**src/rtl/aesm_pkg.sv**
```systemverilog
`default_nettype none
package aesm_pkg;

    localparam int NUM_ROUNDS_DEF = 10;

    localparam logic [2:0] MODE_ECB_ENC = 3'd0;
    localparam logic [2:0] MODE_ECB_DEC = 3'd1;
    localparam logic [2:0] MODE_CBC_ENC = 3'd2;
    localparam logic [2:0] MODE_CBC_DEC = 3'd3;
    localparam logic [2:0] MODE_CTR     = 3'd4;

    localparam logic [2:0] REG_KEY_HIGH = 3'd0;
    localparam logic [2:0] REG_KEY_LOW  = 3'd1;
    localparam logic [2:0] REG_IV_HIGH  = 3'd2;
    localparam logic [2:0] REG_IV_LOW   = 3'd3;
    localparam logic [2:0] REG_MODE     = 3'd4;

    localparam logic [7:0] RCON_FIRST = 8'h01;

    localparam logic [7:0] FWD_SUB [256] = '{
        8'h63,8'h7c,8'h77,8'h7b,8'hf2,8'h6b,8'h6f,8'hc5,8'h30,8'h01,8'h67,8'h2b,8'hfe,8'hd7,8'hab,8'h76,
        8'hca,8'h82,8'hc9,8'h7d,8'hfa,8'h59,8'h47,8'hf0,8'had,8'hd4,8'ha2,8'haf,8'h9c,8'ha4,8'h72,8'hc0,
        8'hb7,8'hfd,8'h93,8'h26,8'h36,8'h3f,8'hf7,8'hcc,8'h34,8'ha5,8'he5,8'hf1,8'h71,8'hd8,8'h31,8'h15,
        8'h04,8'hc7,8'h23,8'hc3,8'h18,8'h96,8'h05,8'h9a,8'h07,8'h12,8'h80,8'he2,8'heb,8'h27,8'hb2,8'h75,
        8'h09,8'h83,8'h2c,8'h1a,8'h1b,8'h6e,8'h5a,8'ha0,8'h52,8'h3b,8'hd6,8'hb3,8'h29,8'he3,8'h2f,8'h84,
        8'h53,8'hd1,8'h00,8'hed,8'h20,8'hfc,8'hb1,8'h5b,8'h6a,8'hcb,8'hbe,8'h39,8'h4a,8'h4c,8'h58,8'hcf,
        8'hd0,8'hef,8'haa,8'hfb,8'h43,8'h4d,8'h33,8'h85,8'h45,8'hf9,8'h02,8'h7f,8'h50,8'h3c,8'h9f,8'ha8,
        8'h51,8'ha3,8'h40,8'h8f,8'h92,8'h9d,8'h38,8'hf5,8'hbc,8'hb6,8'hda,8'h21,8'h10,8'hff,8'hf3,8'hd2,
        8'hcd,8'h0c,8'h13,8'hec,8'h5f,8'h97,8'h44,8'h17,8'hc4,8'ha7,8'h7e,8'h3d,8'h64,8'h5d,8'h19,8'h73,
        8'h60,8'h81,8'h4f,8'hdc,8'h22,8'h2a,8'h90,8'h88,8'h46,8'hee,8'hb8,8'h14,8'hde,8'h5e,8'h0b,8'hdb,
        8'he0,8'h32,8'h3a,8'h0a,8'h49,8'h06,8'h24,8'h5c,8'hc2,8'hd3,8'hac,8'h62,8'h91,8'h95,8'he4,8'h79,
        8'he7,8'hc8,8'h37,8'h6d,8'h8d,8'hd5,8'h4e,8'ha9,8'h6c,8'h56,8'hf4,8'hea,8'h65,8'h7a,8'hae,8'h08,
        8'hba,8'h78,8'h25,8'h2e,8'h1c,8'ha6,8'hb4,8'hc6,8'he8,8'hdd,8'h74,8'h1f,8'h4b,8'hbd,8'h8b,8'h8a,
        8'h70,8'h3e,8'hb5,8'h66,8'h48,8'h03,8'hf6,8'h0e,8'h61,8'h35,8'h57,8'hb9,8'h86,8'hc1,8'h1d,8'h9e,
        8'he1,8'hf8,8'h98,8'h11,8'h69,8'hd9,8'h8e,8'h94,8'h9b,8'h1e,8'h87,8'he9,8'hce,8'h55,8'h28,8'hdf,
        8'h8c,8'ha1,8'h89,8'h0d,8'hbf,8'he6,8'h42,8'h68,8'h41,8'h99,8'h2d,8'h0f,8'hb0,8'h54,8'hbb,8'h16};

    localparam logic [7:0] INV_SUB [256] = '{
        8'h52,8'h09,8'h6a,8'hd5,8'h30,8'h36,8'ha5,8'h38,8'hbf,8'h40,8'ha3,8'h9e,8'h81,8'hf3,8'hd7,8'hfb,
        8'h7c,8'he3,8'h39,8'h82,8'h9b,8'h2f,8'hff,8'h87,8'h34,8'h8e,8'h43,8'h44,8'hc4,8'hde,8'he9,8'hcb,
        8'h54,8'h7b,8'h94,8'h32,8'ha6,8'hc2,8'h23,8'h3d,8'hee,8'h4c,8'h95,8'h0b,8'h42,8'hfa,8'hc3,8'h4e,
        8'h08,8'h2e,8'ha1,8'h66,8'h28,8'hd9,8'h24,8'hb2,8'h76,8'h5b,8'ha2,8'h49,8'h6d,8'h8b,8'hd1,8'h25,
        8'h72,8'hf8,8'hf6,8'h64,8'h86,8'h68,8'h98,8'h16,8'hd4,8'ha4,8'h5c,8'hcc,8'h5d,8'h65,8'hb6,8'h92,
        8'h6c,8'h70,8'h48,8'h50,8'hfd,8'hed,8'hb9,8'hda,8'h5e,8'h15,8'h46,8'h57,8'ha7,8'h8d,8'h9d,8'h84,
        8'h90,8'hd8,8'hab,8'h00,8'h8c,8'hbc,8'hd3,8'h0a,8'hf7,8'he4,8'h58,8'h05,8'hb8,8'hb3,8'h45,8'h06,
        8'hd0,8'h2c,8'h1e,8'h8f,8'hca,8'h3f,8'h0f,8'h02,8'hc1,8'haf,8'hbd,8'h03,8'h01,8'h13,8'h8a,8'h6b,
        8'h3a,8'h91,8'h11,8'h41,8'h4f,8'h67,8'hdc,8'hea,8'h97,8'hf2,8'hcf,8'hce,8'hf0,8'hb4,8'he6,8'h73,
        8'h96,8'hac,8'h74,8'h22,8'he7,8'had,8'h35,8'h85,8'he2,8'hf9,8'h37,8'he8,8'h1c,8'h75,8'hdf,8'h6e,
        8'h47,8'hf1,8'h1a,8'h71,8'h1d,8'h29,8'hc5,8'h89,8'h6f,8'hb7,8'h62,8'h0e,8'haa,8'h18,8'hbe,8'h1b,
        8'hfc,8'h56,8'h3e,8'h4b,8'hc6,8'hd2,8'h79,8'h20,8'h9a,8'hdb,8'hc0,8'hfe,8'h78,8'hcd,8'h5a,8'hf4,
        8'h1f,8'hdd,8'ha8,8'h33,8'h88,8'h07,8'hc7,8'h31,8'hb1,8'h12,8'h10,8'h59,8'h27,8'h80,8'hec,8'h5f,
        8'h60,8'h51,8'h7f,8'ha9,8'h19,8'hb5,8'h4a,8'h0d,8'h2d,8'he5,8'h7a,8'h9f,8'h93,8'hc9,8'h9c,8'hef,
        8'ha0,8'he0,8'h3b,8'h4d,8'hae,8'h2a,8'hf5,8'hb0,8'hc8,8'heb,8'hbb,8'h3c,8'h83,8'h53,8'h99,8'h61,
        8'h17,8'h2b,8'h04,8'h7e,8'hba,8'h77,8'hd6,8'h26,8'he1,8'h69,8'h14,8'h63,8'h55,8'h21,8'h0c,8'h7d};

    function automatic logic [7:0] xt(input logic [7:0] x);
        xt = {x[6:0], 1'b0} ^ (x[7] ? 8'h1b : 8'h00);
    endfunction

    // Command from the sequencer to the four column lanes
    typedef struct packed {
        logic inverse;
        logic first;   // first round of a pass: key addition only
        logic last;    // no column mixing
    } lane_ctl_t;

endpackage
`default_nettype wire

```
**src/rtl/aesm_keyexp.sv**
```systemverilog
`default_nettype none
// Round key expansion, one round key per cycle into a key memory.
module aesm_keyexp
    import aesm_pkg::*;
#(
    parameter int NUM_ROUNDS = NUM_ROUNDS_DEF
)
(
    input  wire logic        clk,
    input  wire logic        rst_n,
    input  wire logic        start,
    input  wire logic [127:0] key,
    input  wire logic [$clog2(NUM_ROUNDS+1)-1:0] rd_idx,
    output logic [127:0]     rd_key,
    output logic             busy
);
    localparam int RW = $clog2(NUM_ROUNDS+1);

    logic [127:0] mem [NUM_ROUNDS+1];
    logic [127:0] cur_reg;
    logic [7:0]   rc_reg;
    logic [RW-1:0] idx_reg;
    logic         busy_reg;
    logic [31:0]  t, w0, w1, w2, w3;
    logic [127:0] nxt;

    always_comb
    begin
        t = {FWD_SUB[cur_reg[23:16]], FWD_SUB[cur_reg[15:8]],
             FWD_SUB[cur_reg[7:0]], FWD_SUB[cur_reg[31:24]]} ^ {rc_reg, 24'h0};
        w0 = cur_reg[127:96] ^ t;
        w1 = cur_reg[95:64] ^ w0;
        w2 = cur_reg[63:32] ^ w1;
        w3 = cur_reg[31:0] ^ w2;
        nxt = {w0, w1, w2, w3};
    end

    always_ff @(posedge clk or negedge rst_n)
    begin
        if (!rst_n)
        begin
            busy_reg <= 1'b0;
            idx_reg  <= '0;
        end
        else if (start)
        begin
            busy_reg <= 1'b1;
            idx_reg  <= RW'(1);
        end
        else if (busy_reg)
        begin
            if (idx_reg == RW'(NUM_ROUNDS))
                busy_reg <= 1'b0;
            idx_reg <= idx_reg + RW'(1);
        end
    end

    always_ff @(posedge clk)
    begin
        if (start)
        begin
            cur_reg <= key;
            rc_reg  <= RCON_FIRST;
            mem[0]  <= key;
        end
        else if (busy_reg)
        begin
            cur_reg      <= nxt;
            rc_reg       <= xt(rc_reg);
            mem[idx_reg] <= nxt;
        end
        rd_key <= mem[rd_idx];
    end

    assign busy = busy_reg | start;
endmodule
`default_nettype wire

```
**config.mk**
```make
export PLATFORM = sky130hd
export DESIGN_NAME = aesm_keyexp
export DESIGN_NICKNAME = d
export VERILOG_FILES = /design/src/rtl/aesm_pkg.sv /design/src/rtl/aesm_keyexp.sv
export SDC_FILE = /design/constraint.sdc
export NUM_CORES = 2
export LEC_CHECK = 0
export ABC_AREA = 1
export BUFFER_PORTS_ARGS = -buffer_cell sky130_fd_sc_hd__buf_2
export CAP_MARGIN = 30
export CORE_ASPECT_RATIO = 1.5
export CORE_MARGIN = 5
export CORE_UTILIZATION = 60
export DETAILED_ROUTE_END_ITERATION = 12
export PLACE_DENSITY = 0.84
export REMOVE_ABC_BUFFERS = 1
export SLEW_MARGIN = 20
export SYNTH_ARGS = -nofsm -noshare
export SYNTH_HDL_FRONTEND = slang
export SYNTH_SLANG_ARGS = --single-unit
```
**constraint.sdc**
```tcl
create_clock -name clk -period 21.3 [get_ports clk]
set_input_delay 6.39 -clock clk [delete_from_list [all_inputs] [get_ports clk]]
set_output_delay 6.39 -clock clk [all_outputs]
set_load 0.1 [all_outputs]
```
* After elaboration in Yosys (flattened, before gate mapping) *
Memory sizes are Yosys's and may differ from the RTL's. A register that Yosys moved wholly into a read port is not among the register bits.
Index checks and enable logic that the tools add are counted.

word-level totals
  flip-flop bits (word level) = 141
  bits in writable memories = 1408
  bits in read-only memories = 8192
  input port bits = 135
  word-level logic and storage cells = 52
  memories = 5

operators by class
  add/sub/neg operators = 1
  $lt $le $gt $ge = 4
  eq/ne operators = 1
  mux-type cells = 24
  bitwise logic cells = 11
  reductions and logical operators = 2

memories
  memory            words  bits a word  rd ports  clocked after Yosys merged registers in  wr ports  line               RTL
  (name not given)  256    8            1         0                                        0         aesm_keyexp.sv:30  FWD_SUB[cur_reg[7:0]], FWD_SUB[cur_reg[31:24]]} ^ {rc_reg, 24'h0};
  (name not given)  256    8            1         0                                        0         aesm_keyexp.sv:30
  (name not given)  256    8            1         0                                        0         aesm_keyexp.sv:29  t = {FWD_SUB[cur_reg[23:16]], FWD_SUB[cur_reg[15:8]],
  (name not given)  256    8            1         0                                        0         aesm_keyexp.sv:29
  mem               11     128          1         1                                        1         aesm_keyexp.sv:19  logic [127:0] mem [NUM_ROUNDS+1];

operators by type and width
  cell                   count
  $mux W128              3
  $xor A32 B32 Y32       5
  $reduce_or A128 Y1     1
  $mux W8                8
  $ge A9 B9 Y1 const B   4
  $not A8 Y9             4
  $mux W4                3
  $mux W1                9
  $xor A8 B5 Y8          1
  $mux W5                1
  $add A4 B1 Y4 const B  1
  $eq A4 B4 Y1 const B   1
  $reduce_bool A2 Y1     1
  $or A1 B1 Y1           1

* Longest topological paths before layout *
  word-level depth = 11
  depth in mapped cells = 23
  gate-level depth less buffers = 22

* Worst setup path before layout *
Ideal clock, no wire load.

  kind = input -> output
  start = input port start
  end = output port busy
  arrival = 9.965 ns
  required time = 14.910 ns
  path slack = 4.945 ns
  stages = 4
  path buffers = 2
  cells stage by stage = clkbuf_1 clkbuf_1 nor2_1 clkinv_1

between the ends
  word-level cells in the longest chain between the ends = 1

RTL lines
  element       line               RTL
  from (decl)   aesm_keyexp.sv:11  input wire logic start,
  $or A1 B1 Y1  aesm_keyexp.sv:75  assign busy = busy_reg | start;
  to (decl)     aesm_keyexp.sv:15  output logic busy

No other way between the ends.

* Final worst setup path *
Ends and elaborated chain as after synthesis.

==> metrics.md <==
| Metric | Value |
|---|---|
| Clk_skew | around 36 ps |
| Die ar. | around 140,000 um2 |
| CTS tree | done |
| Data required time at the worst endpoint | approximately 15,000 ps |
| Rows | approximately 160 |
| P_leak | roughly 0.032 uW |
| Fmax achieved | 69.8 MHz |
| Max incr delay on CP | ~530 ps |
| Synth area leader | edfxtp_1 |
| GRT Overall Usage | a little over a third |
| Syn_area_per_cell | between 9 and 10 um2 |
| YS warnings | 0 |
| Period utilization | approximately two thirds |
| Status | complete, no violations |
| Largest register FFs | ~1,400 |
| Largest net degree at the start of global routing | ~190 |
| Top cells by count, synth | nand2_1 (1,658), edfxtp_1 (1,536), nand3_1 (1,217) |
| CTS H-tree lvls | 4 |
| Cells after synthesis | roughly 7,800 |
| Critical path arrival | just under 8000 ps |
| Final Util | 66.0% |
| DIE WIDTH | between 300 and 400 um |
| DR WL/cell | approximately 27 um |
| Final Hold Fails | 0 |
| # DRC | 0 |
| Relative slew slack | ~28% |
| Startpoint types | primary input |
| GRT overflow | 0 |
| Least-Margin Pin Slew | ~1100 ps |
| Vias | between 60,000 and 70,000 |
| CP Class | primary input to output port |
| Post-synth cell types | 40 |
| Routed WL | between 200,000 and 300,000 um |
| Clock slew at reported path FFs | 70 ps |
| Layout cells sized above 1 | under 10% |
| Hold Crit Class | register to register |
| Top-Level Pins | 264 |
| Worst IR drop on VDD | approximately 100 uV |
| Async S/R FF share, synth | less than 1% |
| Total power | roughly 13,000 uW |
| Setup WS pre-CTS | between 7000 and 8000 ps |
| Min Tclk post-route | 14,330 ps |
| Synthesis-to-finish area growth | 9.81% |
| IO Port Bufs | 263 |
| Count leader, synth | nand2_1 |
| Post-cts sizing count | 0 |
| RSZ-0062 raised after global routing | no |
| Antenna-violating nets left | 0 |
| Final GP Congestion | 1.05 |
| Clock Tree Root | clkbuf_16 |
| Sequential share of the synthesized area | a little over three fifths |
| Critical Path Fanout Max | 60 |
| Flops & latches, synth | 1,677 |
| Top-area cell type share of the netlist area | 59.2% |
| Setup TNS | 0 ps |
| DPL Wire Length | between 150,000 and 200,000 um |
| Drt via density | around 6.6 |
| Post-Synthesis Cell Area | around 78,000 um2 |
| Initial antenna violation count | 14 |
| Longest Clk Path Bufs | 3 |
| Final slew viol count | 0 |
| Post-CTS Hold Fix Bufs | 0 |
| DR pass1 iterations | 9 |
| Placed cells | between 9,000 and 10,000 |
| Top cells by area, synth | edfxtp_1 (59%), nand2_1 (8.0%), nand3_1 (7.8%) |
| Number of flops mapped to enable cells by yosys | roughly 1,500 |
| Die Y | about 450 um |
| Worst skew pair latency | about 830 ps |
| Crit. End Element | output port |
| Max Cap Violations | 0 |
| CTS Buf Count | approximately 150 |
| NumNets Final | about 8,000 |
| Iteration-0 DRC Markers | approximately 8,900 |
| Setup WS post-layout | around 7000 ps |
| Global-route wire length before repair | ~380,000 um |
| Ys flop type | edfxtp_1 |
| Starting Density | about 60% |
| Vias in the first global route | between 60,000 and 70,000 |
| Post-CTS setup buffer count | 0 |
| CP Cell Sequence | clkbuf_8, nor2_1, inv_6, buf_2 |
| Core area | 130,000 um2 |
| Final setup fails | 0 |
| Slowest cell on the critical path | buf_2 |
| Clock tree sinks | about 1,700 |
| Cell Count, Final, Fillers Out | a little under 10,000 |
| Power Density | around 150 nW/um2 |
==> per-layer routing <==
metal  up-vias  wire length (um)  track usage [%]
li1      28100                 -                -
met5         -                81                0
met4        14             18100             21.8
met1     30600             90000             45.8
met2      4418            123000             59.2
met3       947             28200             6.91
==> metrics by stage <==
stage	area (um2)	hold slack (ps)
floorplan	75500	456
global placement	80100	461
detailed placement	80200	471
CTS	85200	479
global route	85500	510
finish	85500	476
==> power breakdown <==
group / internal (uW) / leakage, uW / total (uW) / switching, uW
clock: 1560 / 0.00243 / 2780 / 1210
combinational: 1370 / 0.0141 / 5730 / 4360
sequential: 4510 / 0.0155 / 4720 / 208
total: 7450 / 0.0320 / 13200 / 5780
==> layout make-up <==
type,count,area [um2]
fillers,9474,44000
clock inverters,69,860
inverters,239,935
clock buffers,199,4160
well taps,1722,2150
multi-input cells,5369,25700
repair buffers,436,2690
diodes,11,27.5
flip-flops and latches,1677,49000
==> critical path: cells and delay by family <==
family,cells,cell delay (ps)
buffers and inverters,3,1260
and+or+nand+nor,1,200
==> kinds of logic after synthesis <==
group	count (synthesis)	share of synthesized area, %
AO/OA/AOI/OAI	1555	11.4
adder cells (fa/ha/maj)	62	0.996
flip-flops	1677	62.9
XOR/XNOR	8	0.0900
buffers and inverters	773	4.20
AND/OR/NAND/NOR	3744	20.5
==> final timing paths <==
kind	slack [ps]	cells past startpoint	from	to
worst max-delay path	6970	4	start	busy
worst min-delay path	480	2	mem[10][43]	rd_key[43]
worst max register to register	15750	17	cur_reg[16]	mem[2][57]
worst min register to register	480	2	mem[10][43]	rd_key[43]
max in group asynchronous	15790	1	rst_n	idx_reg[2]
min in group asynchronous	5380	1	rst_n	idx_reg[1]
==> layout by cell type (no fill, tap or decap), types with 20 or more instances in the layout <==
master and count:
o211ai_1 149, clkbuf_16 151, inv_2 20, ha_1 62
inv_1 207, clkbuf_8 22, o21ai_0 903, o21ai_1 56
nand2_1 1658, clkinv_2 21, nand2_2 26, buf_2 292
a211oi_1 26, nand3b_1 26, or2_2 27, o22ai_1 135
nand3_1 1217, a31oi_1 31, clkbuf_1 28, nor2_1 737
buf_4 112, o221ai_1 102, edfxtp_1 1536, a21oi_1 144
dfxtp_1 136
Note: power is estimated with default switching activity, not from simulation.
